[src/rtl/bounded_linked_list_engine_defines.svh]
// Assertion macros for the bounded linked list engine.
// Depends on nothing; a file that uses them provides clk_i and rst_ni.
`ifndef BOUNDED_LINKED_LIST_ENGINE_DEFINES_SVH
`define BOUNDED_LINKED_LIST_ENGINE_DEFINES_SVH

// Check that prop holds at every clock edge out of reset.
`define BLL_ASSERT_ALWAYS(label, prop, msg) \
  label: assert property (@(posedge clk_i) disable iff (!rst_ni) (prop)) else $error(msg);

// Check that post holds in the same cycle as pre.
`define BLL_ASSERT_IMPL(label, pre, post, msg) \
  label: assert property (@(posedge clk_i) disable iff (!rst_ni) (pre) |-> (post)) \
    else $error(msg);

// Check that post holds in the cycle after pre.
`define BLL_ASSERT_NEXT(label, pre, post, msg) \
  label: assert property (@(posedge clk_i) disable iff (!rst_ni) (pre) |=> (post)) \
    else $error(msg);

`endif

[src/rtl/bll_pkg.sv]
// Shared types and constants of the bounded linked list engine.
// Depends on nothing; used by the interfaces, the store, the sequencer and the top level.
package bll_pkg;

  localparam int unsigned ACTION_W     = 3;
  localparam int unsigned POS_W        = 6;
  localparam int unsigned DATA_W       = 32;
  localparam int unsigned SLOT_W       = 6;
  localparam int unsigned CAPACITY_DEF = 64;

  localparam logic [ACTION_W-1:0] ACT_READ      = 3'd0;
  localparam logic [ACTION_W-1:0] ACT_INS_FRONT = 3'd1;
  localparam logic [ACTION_W-1:0] ACT_INS_BACK  = 3'd2;
  localparam logic [ACTION_W-1:0] ACT_REMOVE    = 3'd3;
  localparam logic [ACTION_W-1:0] ACT_DUMP      = 3'd4;

  localparam logic [DATA_W-1:0] MISS_VALUE = '1;

  typedef struct packed {
    logic [SLOT_W-1:0] raddr;
    logic              link_we;
    logic [SLOT_W-1:0] link_waddr;
    logic [SLOT_W-1:0] link_wdata;
    logic              value_we;
    logic [SLOT_W-1:0] value_waddr;
    logic [DATA_W-1:0] value_wdata;
  } store_cmd_t;

endpackage

[src/rtl/bll_if.sv]
// Request and result channels of the bounded linked list engine.
// Depends on bll_pkg for field widths.
interface bll_req_if;
  logic                                valid;
  logic                                ready;
  logic        [bll_pkg::ACTION_W-1:0] action;
  logic        [bll_pkg::POS_W-1:0]    position;
  logic signed [bll_pkg::DATA_W-1:0]   item_value;

  modport source (output valid, output action, output position, output item_value,
                  input ready);
  modport sink   (input valid, input action, input position, input item_value,
                  output ready);
endinterface

interface bll_rsp_if;
  logic                              valid;
  logic                              ready;
  logic signed [bll_pkg::DATA_W-1:0] result_value;
  logic                              ok;
  logic                              last;

  modport source (output valid, output result_value, output ok, output last,
                  input ready);
  modport sink   (input valid, input result_value, input ok, input last,
                  output ready);
endinterface

[src/rtl/bll_store.sv]
// Value and link memories of the list, one read port each with registered data.
// Depends on bll_pkg; link entries never written read back as the initial free chain.
module bll_store #(
  parameter int unsigned CAPACITY = bll_pkg::CAPACITY_DEF
) (
  input  logic                        clk_i,
  input  logic                        rst_ni,
  input  bll_pkg::store_cmd_t         cmd_i,
  output logic [bll_pkg::SLOT_W-1:0]  link_rdata_o,
  output logic [bll_pkg::DATA_W-1:0]  value_rdata_o
);

  localparam int unsigned IW = $clog2(CAPACITY);

  logic [IW-1:0]              link_mem  [CAPACITY];
  logic [bll_pkg::DATA_W-1:0] value_mem [CAPACITY];
  logic [CAPACITY-1:0]        link_vld_q;
  logic [IW-1:0]              link_rd_q;
  logic [bll_pkg::DATA_W-1:0] value_rd_q;

  logic [IW-1:0] raddr;
  logic [IW-1:0] link_waddr;
  logic [IW-1:0] link_wdata;
  logic [IW-1:0] value_waddr;
  logic [IW-1:0] link_init;

  assign raddr       = cmd_i.raddr[IW-1:0];
  assign link_waddr  = cmd_i.link_waddr[IW-1:0];
  assign link_wdata  = cmd_i.link_wdata[IW-1:0];
  assign value_waddr = cmd_i.value_waddr[IW-1:0];

  // Initial chain: each slot links to the next, the last one back to slot 0.
  assign link_init = (32'(raddr) + 32'd1 < CAPACITY) ? (raddr + IW'(1)) : '0;

  always_ff @(posedge clk_i or negedge rst_ni) begin
    if (!rst_ni) begin
      link_vld_q <= '0;
    end else if (cmd_i.link_we) begin
      link_vld_q[link_waddr] <= 1'b1;
    end
  end

  always_ff @(posedge clk_i) begin
    if (cmd_i.link_we) begin
      link_mem[link_waddr] <= link_wdata;
    end
    if (cmd_i.link_we && (link_waddr == raddr)) begin
      link_rd_q <= link_wdata;
    end else if (link_vld_q[raddr]) begin
      link_rd_q <= link_mem[raddr];
    end else begin
      link_rd_q <= link_init;
    end
  end

  always_ff @(posedge clk_i) begin
    if (cmd_i.value_we) begin
      value_mem[value_waddr] <= cmd_i.value_wdata;
    end
    if (cmd_i.value_we && (value_waddr == raddr)) begin
      value_rd_q <= cmd_i.value_wdata;
    end else begin
      value_rd_q <= value_mem[raddr];
    end
  end

  assign link_rdata_o  = bll_pkg::SLOT_W'(link_rd_q);
  assign value_rdata_o = value_rd_q;

endmodule

[src/rtl/bll_ctrl.sv]
// Request sequencer: walks the chain, updates list pointers, drives the result register.
// Depends on bll_pkg, bll_if and the assertion macros; works on the memories in bll_store.
`include "bounded_linked_list_engine_defines.svh"

module bll_ctrl #(
  parameter int unsigned CAPACITY = bll_pkg::CAPACITY_DEF
) (
  input  logic                        clk_i,
  input  logic                        rst_ni,
  bll_req_if.sink                     req_i,
  bll_rsp_if.source                   rsp_o,
  output bll_pkg::store_cmd_t         cmd_o,
  input  logic [bll_pkg::SLOT_W-1:0]  link_rdata_i,
  input  logic [bll_pkg::DATA_W-1:0]  value_rdata_i
);

  localparam int unsigned IW  = $clog2(CAPACITY);
  localparam int unsigned CW  = $clog2(CAPACITY + 1);
  localparam int unsigned PXW = bll_pkg::POS_W + 1;
  localparam logic [CW-1:0] CAP_C = CW'(CAPACITY);

  localparam logic [2:0] S_IDLE     = 3'd0;
  localparam logic [2:0] S_WALK     = 3'd1;
  localparam logic [2:0] S_INS      = 3'd2;
  localparam logic [2:0] S_REM_HEAD = 3'd3;
  localparam logic [2:0] S_REM_LINK = 3'd4;
  localparam logic [2:0] S_REM_FREE = 3'd5;
  localparam logic [2:0] S_EMIT     = 3'd6;

  logic [2:0]                   state_q, state_d;
  logic [bll_pkg::ACTION_W-1:0] op_q, op_d;
  logic [IW-1:0]                p_q, p_d;
  logic [IW-1:0]                cnt_q, cnt_d;
  logic [IW-1:0]                victim_q, victim_d;
  logic [IW-1:0]                first_q, first_d;
  logic [IW-1:0]                final_q, final_d;
  logic [IW-1:0]                free_q, free_d;
  logic [CW-1:0]                count_q, count_d;
  logic                         tail_q, tail_d;
  logic [bll_pkg::DATA_W-1:0]   item_q, item_d;
  logic [bll_pkg::DATA_W-1:0]   res_value_q, res_value_d;
  logic                         res_ok_q, res_ok_d;

  logic                         out_vld_q, out_vld_d;
  logic [bll_pkg::DATA_W-1:0]   out_value_q, out_value_d;
  logic                         out_ok_q, out_ok_d;
  logic                         out_last_q, out_last_d;
  logic                         out_load;
  logic                         out_free;
  logic                         ins_done;

  logic [PXW-1:0] pos_x;
  logic [PXW-1:0] count_x;
  logic           hit;
  logic [IW-1:0]  link_next;

  assign pos_x     = PXW'(req_i.position);
  assign count_x   = PXW'(count_q);
  assign hit       = pos_x < count_x;
  assign link_next = link_rdata_i[IW-1:0];
  assign out_free  = !out_vld_q || rsp_o.ready;
  assign ins_done  = (state_q == S_INS) && out_free;

  assign req_i.ready = (state_q == S_IDLE);

  always_comb begin
    state_d     = state_q;
    op_d        = op_q;
    p_d         = p_q;
    cnt_d       = cnt_q;
    victim_d    = victim_q;
    first_d     = first_q;
    final_d     = final_q;
    free_d      = free_q;
    count_d     = count_q;
    tail_d      = tail_q;
    item_d      = item_q;
    res_value_d = res_value_q;
    res_ok_d    = res_ok_q;
    out_load    = 1'b0;
    out_value_d = out_value_q;
    out_ok_d    = out_ok_q;
    out_last_d  = out_last_q;
    cmd_o       = '0;
    cmd_o.raddr = bll_pkg::SLOT_W'(p_q);

    unique case (state_q)
      S_IDLE: begin
        if (req_i.valid) begin
          op_d        = req_i.action;
          p_d         = first_q;
          cmd_o.raddr = bll_pkg::SLOT_W'(first_q);
          item_d      = req_i.item_value;
          res_value_d = '0;
          res_ok_d    = 1'b0;
          state_d     = S_EMIT;
          unique case (req_i.action)
            bll_pkg::ACT_READ: begin
              if (hit) begin
                cnt_d   = req_i.position[IW-1:0];
                state_d = S_WALK;
              end else begin
                res_value_d = bll_pkg::MISS_VALUE;
              end
            end
            bll_pkg::ACT_INS_FRONT, bll_pkg::ACT_INS_BACK: begin
              if (count_q != CAP_C) begin
                cmd_o.raddr = bll_pkg::SLOT_W'(free_q);
                p_d         = free_q;
                state_d     = S_INS;
              end
            end
            bll_pkg::ACT_REMOVE: begin
              if (hit) begin
                tail_d = (pos_x + PXW'(1)) == count_x;
                if (req_i.position == '0) begin
                  state_d = S_REM_HEAD;
                end else begin
                  cnt_d   = req_i.position[IW-1:0] - IW'(1);
                  state_d = S_WALK;
                end
              end
            end
            bll_pkg::ACT_DUMP: begin
              if (count_q != '0) begin
                cnt_d   = IW'(count_q - CW'(1));
                state_d = S_WALK;
              end
            end
            default: begin
            end
          endcase
        end
      end

      S_WALK: begin
        priority if (op_q == bll_pkg::ACT_DUMP) begin
          if (out_free) begin
            out_load    = 1'b1;
            out_value_d = value_rdata_i;
            out_ok_d    = 1'b1;
            out_last_d  = (cnt_q == '0);
            if (cnt_q == '0) begin
              state_d = S_IDLE;
            end else begin
              cmd_o.raddr = link_rdata_i;
              p_d         = link_next;
              cnt_d       = cnt_q - IW'(1);
            end
          end
        end else if (cnt_q != '0) begin
          cmd_o.raddr = link_rdata_i;
          p_d         = link_next;
          cnt_d       = cnt_q - IW'(1);
        end else if (op_q == bll_pkg::ACT_READ) begin
          if (out_free) begin
            out_load    = 1'b1;
            out_value_d = value_rdata_i;
            out_ok_d    = 1'b1;
            out_last_d  = 1'b1;
            state_d     = S_IDLE;
          end
        end else begin
          victim_d    = link_next;
          cmd_o.raddr = link_rdata_i;
          state_d     = S_REM_LINK;
        end
      end

      S_REM_LINK: begin
        cmd_o.link_we    = 1'b1;
        cmd_o.link_waddr = bll_pkg::SLOT_W'(p_q);
        cmd_o.link_wdata = link_rdata_i;
        state_d          = S_REM_FREE;
      end

      S_REM_FREE: begin
        if (out_free) begin
          cmd_o.link_we    = 1'b1;
          cmd_o.link_waddr = bll_pkg::SLOT_W'(victim_q);
          cmd_o.link_wdata = bll_pkg::SLOT_W'(free_q);
          free_d           = victim_q;
          count_d          = count_q - CW'(1);
          if (tail_q) begin
            final_d = p_q;
          end
          out_load    = 1'b1;
          out_value_d = '0;
          out_ok_d    = 1'b1;
          out_last_d  = 1'b1;
          state_d     = S_IDLE;
        end
      end

      S_REM_HEAD: begin
        if (out_free) begin
          cmd_o.link_we    = 1'b1;
          cmd_o.link_waddr = bll_pkg::SLOT_W'(p_q);
          cmd_o.link_wdata = bll_pkg::SLOT_W'(free_q);
          free_d           = p_q;
          if (tail_q) begin
            first_d = '0;
            final_d = '0;
          end else begin
            first_d = link_next;
          end
          count_d     = count_q - CW'(1);
          out_load    = 1'b1;
          out_value_d = '0;
          out_ok_d    = 1'b1;
          out_last_d  = 1'b1;
          state_d     = S_IDLE;
        end
      end

      S_INS: begin
        if (out_free) begin
          free_d            = link_next;
          cmd_o.value_we    = 1'b1;
          cmd_o.value_waddr = bll_pkg::SLOT_W'(p_q);
          cmd_o.value_wdata = item_q;
          priority if (count_q == '0) begin
            first_d = p_q;
            final_d = p_q;
          end else if (op_q == bll_pkg::ACT_INS_FRONT) begin
            cmd_o.link_we    = 1'b1;
            cmd_o.link_waddr = bll_pkg::SLOT_W'(p_q);
            cmd_o.link_wdata = bll_pkg::SLOT_W'(first_q);
            first_d          = p_q;
          end else begin
            cmd_o.link_we    = 1'b1;
            cmd_o.link_waddr = bll_pkg::SLOT_W'(final_q);
            cmd_o.link_wdata = bll_pkg::SLOT_W'(p_q);
            final_d          = p_q;
          end
          count_d     = count_q + CW'(1);
          out_load    = 1'b1;
          out_value_d = '0;
          out_ok_d    = 1'b1;
          out_last_d  = 1'b1;
          state_d     = S_IDLE;
        end
      end

      S_EMIT: begin
        if (out_free) begin
          out_load    = 1'b1;
          out_value_d = res_value_q;
          out_ok_d    = res_ok_q;
          out_last_d  = 1'b1;
          state_d     = S_IDLE;
        end
      end

      default: begin
        state_d = S_IDLE;
      end
    endcase
  end

  assign out_vld_d = out_load || (out_vld_q && !rsp_o.ready);

  always_ff @(posedge clk_i or negedge rst_ni) begin
    if (!rst_ni) begin
      state_q   <= S_IDLE;
      first_q   <= '0;
      final_q   <= '0;
      free_q    <= '0;
      count_q   <= '0;
      out_vld_q <= 1'b0;
    end else begin
      state_q   <= state_d;
      first_q   <= first_d;
      final_q   <= final_d;
      free_q    <= free_d;
      count_q   <= count_d;
      out_vld_q <= out_vld_d;
    end
  end

  always_ff @(posedge clk_i) begin
    op_q        <= op_d;
    p_q         <= p_d;
    cnt_q       <= cnt_d;
    victim_q    <= victim_d;
    tail_q      <= tail_d;
    item_q      <= item_d;
    res_value_q <= res_value_d;
    res_ok_q    <= res_ok_d;
    if (out_load) begin
      out_value_q <= out_value_d;
      out_ok_q    <= out_ok_d;
      out_last_q  <= out_last_d;
    end
  end

  assign rsp_o.valid        = out_vld_q;
  assign rsp_o.result_value = out_value_q;
  assign rsp_o.ok           = out_ok_q;
  assign rsp_o.last         = out_last_q;

  `BLL_ASSERT_ALWAYS(a_count_bound, count_q <= CAP_C, "entry count above capacity")
  `BLL_ASSERT_IMPL(a_empty_ptrs, count_q == '0, (first_q | final_q) == '0, "stale list ends")
  `BLL_ASSERT_NEXT(a_ins_count, ins_done, count_q == $past(count_q) + CW'(1), "insert lost")
  `BLL_ASSERT_IMPL(a_no_overwrite, !out_free, !out_load, "result overwritten while stalled")

endmodule

[src/rtl/bounded_linked_list_engine.sv]
// Requests: a read walks the link chain to pos, a remove at pos>0 to the entry before it
// and relinks and frees it; inserts, misses, refusals and head removals need no walk.
// Dump: one result a cycle unless results stall. Throughput: one request at a time;
// the walk reads one link per cycle via the single link read port; result stalls hold it.
// Reset: list empty, link memory reads as one free chain via per-entry valid bits, no
// clearing pass; value memory holds no reset value.
module bounded_linked_list_engine #(
  parameter int unsigned CAPACITY = bll_pkg::CAPACITY_DEF
) (
  input  logic      clk_i,
  input  logic      rst_ni,
  bll_req_if.sink   req_i,
  bll_rsp_if.source rsp_o
);

  bll_pkg::store_cmd_t        store_cmd;
  logic [bll_pkg::SLOT_W-1:0] link_rdata;
  logic [bll_pkg::DATA_W-1:0] value_rdata;

  bll_store #(
    .CAPACITY (CAPACITY)
  ) u_store (
    .clk_i         (clk_i),
    .rst_ni        (rst_ni),
    .cmd_i         (store_cmd),
    .link_rdata_o  (link_rdata),
    .value_rdata_o (value_rdata)
  );

  bll_ctrl #(
    .CAPACITY (CAPACITY)
  ) u_ctrl (
    .clk_i         (clk_i),
    .rst_ni        (rst_ni),
    .req_i         (req_i),
    .rsp_o         (rsp_o),
    .cmd_o         (store_cmd),
    .link_rdata_i  (link_rdata),
    .value_rdata_i (value_rdata)
  );

endmodule

[src/flat_wrapper.sv]
// flat-port wrapper written by rule: the top's interface ports become plain ports
module bounded_linked_list_engine_flat 
#(
  parameter int unsigned CAPACITY = bll_pkg::CAPACITY_DEF
)
  (clk_i, rst_ni, req_i_valid, req_i_action, req_i_position, req_i_item_value, req_i_ready, rsp_o_valid, rsp_o_result_value, rsp_o_ok, rsp_o_last, rsp_o_ready);
  bll_req_if req_i_i ();
  bll_rsp_if rsp_o_i ();
  input  logic clk_i;
  input  logic rst_ni;
  input wire logic [$bits(req_i_i.valid)-1:0] req_i_valid;
  input wire logic [$bits(req_i_i.action)-1:0] req_i_action;
  input wire logic [$bits(req_i_i.position)-1:0] req_i_position;
  input wire logic [$bits(req_i_i.item_value)-1:0] req_i_item_value;
  output wire logic [$bits(req_i_i.ready)-1:0] req_i_ready;
  output wire logic [$bits(rsp_o_i.valid)-1:0] rsp_o_valid;
  output wire logic [$bits(rsp_o_i.result_value)-1:0] rsp_o_result_value;
  output wire logic [$bits(rsp_o_i.ok)-1:0] rsp_o_ok;
  output wire logic [$bits(rsp_o_i.last)-1:0] rsp_o_last;
  input wire logic [$bits(rsp_o_i.ready)-1:0] rsp_o_ready;
  assign req_i_i.valid = req_i_valid;
  assign req_i_i.action = req_i_action;
  assign req_i_i.position = req_i_position;
  assign req_i_i.item_value = req_i_item_value;
  assign req_i_ready = req_i_i.ready;
  assign rsp_o_valid = rsp_o_i.valid;
  assign rsp_o_result_value = rsp_o_i.result_value;
  assign rsp_o_ok = rsp_o_i.ok;
  assign rsp_o_last = rsp_o_i.last;
  assign rsp_o_i.ready = rsp_o_ready;
  bounded_linked_list_engine #(.CAPACITY(CAPACITY)) u_core (.clk_i(clk_i), .rst_ni(rst_ni), .req_i(req_i_i), .rsp_o(rsp_o_i));
endmodule
[config.mk]
export PLATFORM = sky130hd
export DESIGN_NAME = bounded_linked_list_engine_flat
export DESIGN_NICKNAME = d
export VERILOG_FILES = /design/src/rtl/bll_pkg.sv /design/src/rtl/bll_if.sv /design/src/rtl/bll_store.sv /design/src/rtl/bll_ctrl.sv /design/src/rtl/bounded_linked_list_engine.sv /design/src/flat_wrapper.sv
export VERILOG_INCLUDE_DIRS = /design/src /design/src/rtl
export SDC_FILE = /design/constraint.sdc
export NUM_CORES = 2
export LEC_CHECK = 0
export BUFFER_PORTS_ARGS = -buffer_cell sky130_fd_sc_hd__buf_2
export CAP_MARGIN = 20
export CORE_ASPECT_RATIO = 1.1
export CORE_MARGIN = 4
export CORE_UTILIZATION = 45
export DETAILED_ROUTE_END_ITERATION = 10
export PLACE_DENSITY = 0.63
export REMOVE_ABC_BUFFERS = 1
export SLEW_MARGIN = 20
export SYNTH_ARGS = -nofsm -noshare
export SYNTH_HDL_FRONTEND = slang
export SYNTH_SLANG_ARGS = --single-unit
[constraint.sdc]
create_clock -name clk_i -period 6.9 [get_ports clk_i]
set_input_delay 1.725 -clock clk_i [delete_from_list [all_inputs] [get_ports clk_i]]
set_output_delay 1.725 -clock clk_i [all_outputs]
set_load 0.03 [all_outputs]
Yosys cells after proc, flatten, opt, wreduce, memory -nomap -nowiden
Memory sizes are Yosys's and may differ from the RTL's. A register that Yosys moved wholly into a read port is not among the register bits.
Index checks and enable logic that the tools add are counted.
{"block": "totals", "register_bits": 219, "latch_bits": 0, "mem_bits_rw": 2432, "rom_bits": 0, "input_bits": 45, "output_inout_bits": 36, "elab_cells": 212, "memories": 2}
{"memory": "u_core.u_store.value_mem", "depth": 64, "word_bits": 32, "rd": 1, "rd_ports_with_merged_regs": 1, "write_ports": 1, "line_no": "bll_store.sv:16", "source": "logic [bll_pkg::DATA_W-1:0] value_mem [CAPACITY];"}
{"memory": "u_core.u_store.link_mem", "depth": 64, "word_bits": 6, "rd": 1, "rd_ports_with_merged_regs": 0, "write_ports": 1, "line_no": "bll_store.sv:15", "source": "logic [IW-1:0] link_mem [CAPACITY];"}
{"block": "classes", "n_addsub": 7, "n_mul": 0, "n_div": 0, "magnitude_cmp": 5, "eq_ne": 37, "shifts": 0, "mux": 101, "bitwise_logic": 4, "n_reduce_logical": 38}
{"op": "two-way mux 32 bit", "count": 7}
{"op": "two-way mux 6 bit", "count": 37}
{"op": "one-hot mux 32 bit (3 select lines)", "count": 1}
{"op": "OR 64 bit", "count": 1}
{"op": "one-hot mux 6 bit (3 select lines)", "count": 3}
{"op": "two-way mux 52 bit", "count": 1}
{"op": "one-hot mux 13 bit (4 select lines)", "count": 1}
{"op": "one-hot mux 6 bit (2 select lines)", "count": 4}
{"op": "two-way mux 13 bit", "count": 3}
{"op": "two-way mux 39 bit", "count": 1}
{"op": "two-way mux 3 bit", "count": 11}
{"op": "!= test 3 bit (second input constant)", "count": 11}
{"op": "< comparator 32 x 7 -> 1 bit (second input constant)", "count": 1}
{"op": "one-hot mux 3 bit (4 select lines)", "count": 2}
{"op": "two-way mux 1 bit", "count": 20}
{"op": "AND reduction 4 bit", "count": 5}
{"op": "== test 3 bit (second input constant)", "count": 5}
{"op": "adder 6 x 1 -> 7 bit (second input constant)", "count": 2}
{"op": "< comparator 6 x 7 -> 1 bit (second input constant)", "count": 2}
{"op": "two-way mux 7 bit", "count": 2}
{"op": "!= test 2 bit (second input constant)", "count": 7}
{"op": "one-hot mux 7 bit (2 select lines)", "count": 1}
{"op": "== test 3 x 2 -> 1 bit (second input constant)", "count": 4}
{"op": "logical NOT 6 bit", "count": 2}
{"op": "other kinds (38)", "count": 58}

Depth between registers and ports, before layout
{"block": "logic_depth", "depth_word": 10, "depth_mapped": 18, "depth_no_buf": 14}

Hierarchy
Synthesis repeated with hierarchy kept, for this count alone.
{"block": "hier_totals", "hier_cells": 4688, "hier_area_um2": 102668.5}
{"mod": "bll_store", "n_inst": 1, "cells_per_inst": 4044, "area_per_inst_um2": 96067.1, "seq_area_each_um2": 74871.8}
{"mod": "bll_ctrl", "n_inst": 1, "cells_per_inst": 644, "area_per_inst_um2": 6601.3, "seq_area_each_um2": 3398.3}

Worst setup path after synthesis
No wires, ideal clock.
{"block": "synth_path", "path_kind": "in2reg", "from": "in rsp_o_ready", "to": "mem u_core.u_store.link_mem[0][3] (netlist bit), data pin", "setup_ns": 0.730, "t_arrival_ns": 5.147, "t_required_ns": 6.170, "slack_ns": 1.023, "stages": 5, "path_buffers": 1, "path_cell_list": "nor2b_1 > buf_2 > nor2_2 > nand2_1 > o31ai_1"}
{"item": "from (decl)", "line_no": "flat_wrapper.sv:20", "source": "input wire logic [$bits(rsp_o_i.ready)-1:0] rsp_o_ready;"}
{"item": "to (decl)", "line_no": "bll_store.sv:15"}

Worst setup path in the final report
{"block": "layout_path", "from": "reg u_core.u_ctrl.count_q[0]", "to": "mem u_core.u_store.link_mem[40][1] (netlist bit) (enable)"}
{"block": "layout_between", "elab_chain_len": 6}
{"item": "from (decl)", "line_no": "bll_ctrl.sv:38", "source": "logic [CW-1:0] count_q, count_d;"}
{"item": "from (signal assigned)", "line_no": "bll_ctrl.sv:276", "source": "count_q <= count_d;"}
{"item": "logical NOT 7 bit *", "line_no": "bll_ctrl.sv:222", "source": "priority if (count_q == '0) begin"}
{"item": "two-way mux 13 bit *", "line_no": "bll_ctrl.sv:222"}
{"item": "two-way mux 52 bit *", "line_no": "bll_ctrl.sv:217", "source": "if (out_free) begin"}
{"item": "one-hot mux 13 bit (4 select lines) *", "line_no": "bll_ctrl.sv:87", "source": "unique case (state_q)"}
{"item": "two-way mux 1 bit", "line_no": "bll_store.sv:44", "source": "if (cmd_i.link_we) begin"}
{"item": "two-way mux 1 bit (implied by the code)", "line_no": "bll_store.sv:45", "source": "link_mem[link_waddr] <= link_wdata;"}
Mark *: on every way between the ends. The rest lies on a longest branch, timed or not.

==> impl_metrics.prom <==
# TYPE chip_impl_metric gauge
chip_impl_info{name="tritoncts",value="yes"} 1
chip_impl_metric{name="floorplan.die_area",unit="mm2"} 0.2371
chip_impl_metric{name="cts_buffers",unit=""} 281
chip_impl_info{name="layout_commonest_cell",value="edfxtp_1"} 1
chip_impl_info{name="critPathKind",value="reg2reg"} 1
chip_impl_info{name="outcome",value="finished, final reports clean"} 1
chip_impl_metric{name="final_core_util",unit="%"} 51.42
chip_impl_metric{name="boundaryPins",unit=""} 81
chip_impl_metric{name="post_synth_num_cell_types",unit=""} 92
chip_impl_metric{name="worst_setup_hold_path_clk_slew",unit="ps"} 60
chip_impl_metric{name="synthArstFlopShare",unit="%"} 3.542
chip_impl_metric{name="slew_violations",unit=""} 0
chip_impl_metric{name="detail-route-antenna-nets",unit=""} 0
chip_impl_metric{name="finalInstanceArea",unit="mm2"} 0.1174
chip_impl_metric{name="cell_area_after_synthesis",unit="mm2"} 0.1032
chip_impl_metric{name="cell_count_after_synthesis",unit=""} 5183
chip_impl_metric{name="multiplexer_share_of_the_synthesized_area",unit="%"} 14.98
chip_impl_metric{name="power.static_leakage",unit="nW"} 36.46
chip_impl_metric{name="synth_simple_gate_area_share",unit="%"} 4.889
chip_impl_metric{name="worst-endpoint-arrival",unit="ps"} 5800
chip_impl_metric{name="synth_xor_area_share",unit="%"} 0.2813
chip_impl_metric{name="placement.io_buffers",unit=""} 80
chip_impl_metric{name="timing.final.hold_violations",unit=""} 0
chip_impl_metric{name="ctsResizeCount",unit=""} 0
chip_impl_metric{name="initial_utilization",unit="%"} 45.19
chip_impl_info{name="hold_path.startpoint",value="u_core.u_store.link_vld_q[62]$_DFFE_PN0P_"} 1
chip_impl_metric{name="synthAdderAreaFrac",unit="%"} 0.1576
chip_impl_metric{name="worst_r2r_path_depth",unit=""} 11
chip_impl_metric{name="vias",unit=""} 52960
chip_impl_metric{name="required",unit="ps"} 7450
chip_impl_metric{name="grt_first_pass_wirelength",unit="mm"} 380.4
chip_impl_info{name="yosys-top-cells-area",value="edfxtp_1 73%, mux4_2 14%, dfrtp_1 2.3%, nand2_1 1.6%, nand3_1 0.81%"} 1
chip_impl_metric{name="layout_min_cycle_time",unit="ps"} 5255
chip_impl_metric{name="cts_hold_buf",unit=""} 0
chip_impl_info{name="crit-reg2reg-capture",value="u_core.u_store.link_mem[40][1]$_DFFE_PP_"} 1
chip_impl_metric{name="route.detailed.wl_per_inst",unit="um"} 30.09
chip_impl_metric{name="drt_drc_violations_left",unit=""} 0
chip_impl_info{name="rsz_0062_raised_after_global_routing",value="false"} 1
chip_impl_metric{name="synth-seq-cells",unit=""} 2626
chip_impl_metric{name="grt_overflow_total",unit=""} 0
chip_impl_metric{name="fillCellCount",unit=""} 18020
chip_impl_metric{name="floorplan.rows",unit=""} 184
chip_impl_info{name="cts_root_buf",value="clkbuf_16"} 1
chip_impl_metric{name="die_width",unit="um"} 464.6
chip_impl_metric{name="cts_buffer_depth",unit=""} 4
chip_impl_metric{name="dp_hpwl",unit="mm"} 153.5
chip_impl_metric{name="pwr_density_cell",unit="mW/mm2"} 429.5
chip_impl_metric{name="clock.fmax",unit="MHz"} 190.3
chip_impl_metric{name="yosysTopAreaCellShare",unit="%"} 73.36
chip_impl_metric{name="drtPass1Iterations",unit=""} 6
chip_impl_metric{name="timing.slew.headroom",unit="%"} 21.31
chip_impl_metric{name="dieHeight",unit="um"} 510.3
chip_impl_metric{name="synth_area_per_cell",unit="um2"} 19.91
chip_impl_metric{name="timing.reg2reg.setup_slack",unit="ps"} 1640
chip_impl_info{name="sink_of_the_worst_hold_path",value="u_core.u_store.link_vld_q[62]$_DFFE_PN0P_"} 1
chip_impl_metric{name="max-cap-violations",unit=""} 0
chip_impl_info{name="mostFrequentLayoutCells",value="2521 x edfxtp_1, 661 x mux4_2, 452 x nand2_1"} 1
chip_impl_metric{name="grt_max_degree",unit=""} 148
chip_impl_metric{name="cts.repair_timing.setup_buffer_count",unit=""} 0
chip_impl_metric{name="worst_max_slew_pin_slew",unit="ps"} 1177
chip_impl_metric{name="first_iter_violations",unit=""} 6706
chip_impl_metric{name="synth-warning-count",unit=""} 0
chip_impl_metric{name="avg_vias_per_cell",unit=""} 6.079
chip_impl_metric{name="gp_routability_congestion",unit=""} 0.8737
chip_impl_info{name="worst_r2r_startpoint",value="u_core.u_ctrl.count_q[0]$_DFFE_PN0P_"} 1
chip_impl_metric{name="number_of_global_route_vias_before_repair",unit=""} 53180
chip_impl_metric{name="cts_htree_levels",unit=""} 5
chip_impl_metric{name="synth-edff-count",unit=""} 2521
chip_impl_metric{name="place_area",unit="mm2"} 0.1087
chip_impl_info{name="postSynth.topFlopCell",value="edfxtp_1"} 1
chip_impl_metric{name="final-setup-viol-count",unit=""} 0
chip_impl_metric{name="ir_worst_vdd",unit="mV"} 0.6244
chip_impl_metric{name="grtUsageTotal",unit="%"} 21.97
chip_impl_metric{name="area.growth.synth_to_final",unit="%"} 13.80
chip_impl_metric{name="antenna_found_initial",unit=""} 17
chip_impl_metric{name="cts_sinks",unit=""} 2626
chip_impl_info{name="main_combinational_cell_family_by_area_after_synthesis",value="multiplexers"} 1
chip_impl_info{name="hold_path.class",value="reg2reg"} 1
chip_impl_metric{name="final_period_utilization",unit="%"} 76.17
chip_impl_metric{name="holdPathStages",unit=""} 1
chip_impl_metric{name="fin_worst_skew",unit="ps"} 88.87
chip_impl_metric{name="floorplan.core_area",unit="mm2"} 0.2284
chip_impl_metric{name="drive_gt1_share",unit="%"} 27.13
chip_impl_metric{name="synth_compound_area_share",unit="%"} 2.506
chip_impl_metric{name="yosysSeqAreaShare",unit="%"} 75.84
chip_impl_metric{name="finalNetCount",unit=""} 5500
chip_impl_metric{name="critPathMaxFanout",unit=""} 8
chip_impl_info{name="critPathLaunchType",value="flip-flop"} 1
chip_impl_info{name="synth_top_area_cell",value="edfxtp_1"} 1
chip_impl_info{name="worstSetupEndpointType",value="flip-flop"} 1
chip_impl_metric{name="clock_latency_of_the_later_clocked_register_in_the_worst_skew_pair",unit="ps"} 940
chip_impl_metric{name="routed_wl",unit="mm"} 262.2
-- registers in the layout, summed over array words and instances (netlist names), named ones only --
signal and flops:
u_core.u_ctrl.op_q 3, u_core.u_ctrl.rsp_o.ok 1, u_core.u_ctrl.p_q 6, u_core.u_ctrl.state_q 3, u_core.u_store.link_mem 384, u_core.u_store.link_rdata_o 6, u_core.u_ctrl.rsp_o.result_value 32, u_core.u_ctrl.victim_q 6
u_core.u_ctrl.final_q 6, u_core.u_ctrl.item_q 32, u_core.u_ctrl.res_value_q 1, u_core.u_ctrl.first_q 6, u_core.u_ctrl.rsp_o.valid 1, u_core.u_store.link_vld_q 64, u_core.u_ctrl.count_q 7, u_core.u_ctrl.free_q 6
u_core.u_ctrl.tail_q 1, u_core.u_store.value_mem 2048, u_core.u_ctrl.rsp_o.last 1, u_core.u_ctrl.cnt_q 6
-- worst max path at each step --
stage | cells after the start | endpoint | start | slack (ps)
after floorplan | 5 | u_core.u_ctrl.rsp_o.result_value[11]$_DFFE_PP_ | flip-flop | -16130
after global placement | 13 | u_core.u_store.link_rdata_o[4]$_DFF_P_ | req_i_action[1] | 1240
after detailed placement | 13 | u_core.u_store.link_rdata_o[2]$_DFF_P_ | req_i_action[1] | 1120
after CTS | 11 | u_core.u_store.link_mem[40][1]$_DFFE_PP_ | u_core.u_ctrl.count_q[0]$_DFFE_PN0P_ | 1710
after global routing | 11 | u_core.u_store.link_mem[40][1]$_DFFE_PP_ | u_core.u_ctrl.count_q[0]$_DFFE_PN0P_ | 1340
final | 11 | u_core.u_store.link_mem[40][1]$_DFFE_PP_ | u_core.u_ctrl.count_q[0]$_DFFE_PN0P_ | 1640
-- area by class of cell --
type / count / area [um2] / area share [%]
clock buffer: 368 / 7714 / 6.568
sequential: 2626 / 78290 / 66.66
multi-input combinational: 2231 / 24230 / 20.63
clock inverter: 112 / 1033 / 0.8800
tap: 3069 / 3840 / 3.270
inverter: 36 / 140.1 / 0.1193
timing repair buffer: 266 / 2187 / 1.862
antenna: 4 / 10.01 / 0.008523
-- synth_stat cells, types with 4 or more instances --
cell,instances
xor2_1,8
o211ai_1,11
ha_1,13
or2_2,65
nor4_1,11
a22oi_1,19
a221o_1,6
a31oi_1,37
inv_1,30
nor3_1,17
o21a_1,4
a211oi_1,15
dfxtp_1,12
nor2b_1,10
nor2_1,224
mux2_2,13
o22ai_1,14
buf_2,63
nand2_1,452
a311oi_1,13
mux4_2,661
a21oi_1,109
clkbuf_1,142
mux2i_1,43
and4_1,5
buf_4,8
a221oi_1,22
xnor2_1,22
and3_1,42
a2111oi_0,11
buf_1,69
o21ai_0,57
o31ai_1,9
dfrtp_1,93
inv_2,5
edfxtp_1,2521
buf_6,6
nor3b_1,6
nand3_1,168
and2_1,38
a32oi_1,6
nand4_1,15
nand4b_1,5
nand2b_1,7
-- worst max-delay path: stages, from the launching register on --
cell	delay, ps
dfrtp_1	470
inv_1	170
ha_1	280
or4b_1	530
or3_1	420
nand2_1	460
nor2_2	190
a222oi_1	740
inv_1	170
nor2_1	210
nand2_1	460
nor2_1	760
-- metrics by stage --
stage / total power [mW] / hold WS, ps / std cells / TNS [ps] / worst slack, ps
2_1_floorplan: 30.20 / 424.2 / 4893 / -524110 / -16130
3_3_place_gp: 36.19 / 451.2 / 8228 / 0 / 1239
3_5_place_dp: 36.28 / 451.2 / 8228 / 0 / 1124
4_1_cts: 50.72 / 467.0 / 8708 / 0 / 1709
5_1_grt: 52.39 / 480.9 / 8708 / 0 / 1339
6_report: 50.45 / 466.4 / 8712 / 0 / 1645
-- power by group --
part,internal [mW],switching (mW)
Sequential,18.8,0.820
Clock,8.55,5.96
Combinational,6.23,10.1
-- cells by family (layout without fill, tap and decap cells) --
| kind of cell | count (synthesis) | in the layout |
|---|---|---|
| other | 0 | 4 |
| and+or+nand+nor | 1090 | 1090 |
| AOI/OAI and AO/OA | 380 | 380 |
| adders and majority gates | 13 | 13 |
| buffers and inverters | 326 | 782 |
| DFF | 2626 | 2626 |
| xor gates and xnor gates | 31 | 31 |
| muxes | 717 | 717 |
-- metal layers --
layer	track usage (%)	wire [um]	vias up
li1	-	-	21730
met2	34.84	125600	2516
met1	31.64	108100	28250
met3	3.862	20690	465
met4	6.335	7758	2
met5	0	13	-
Power figures use the tool's default switching activity.
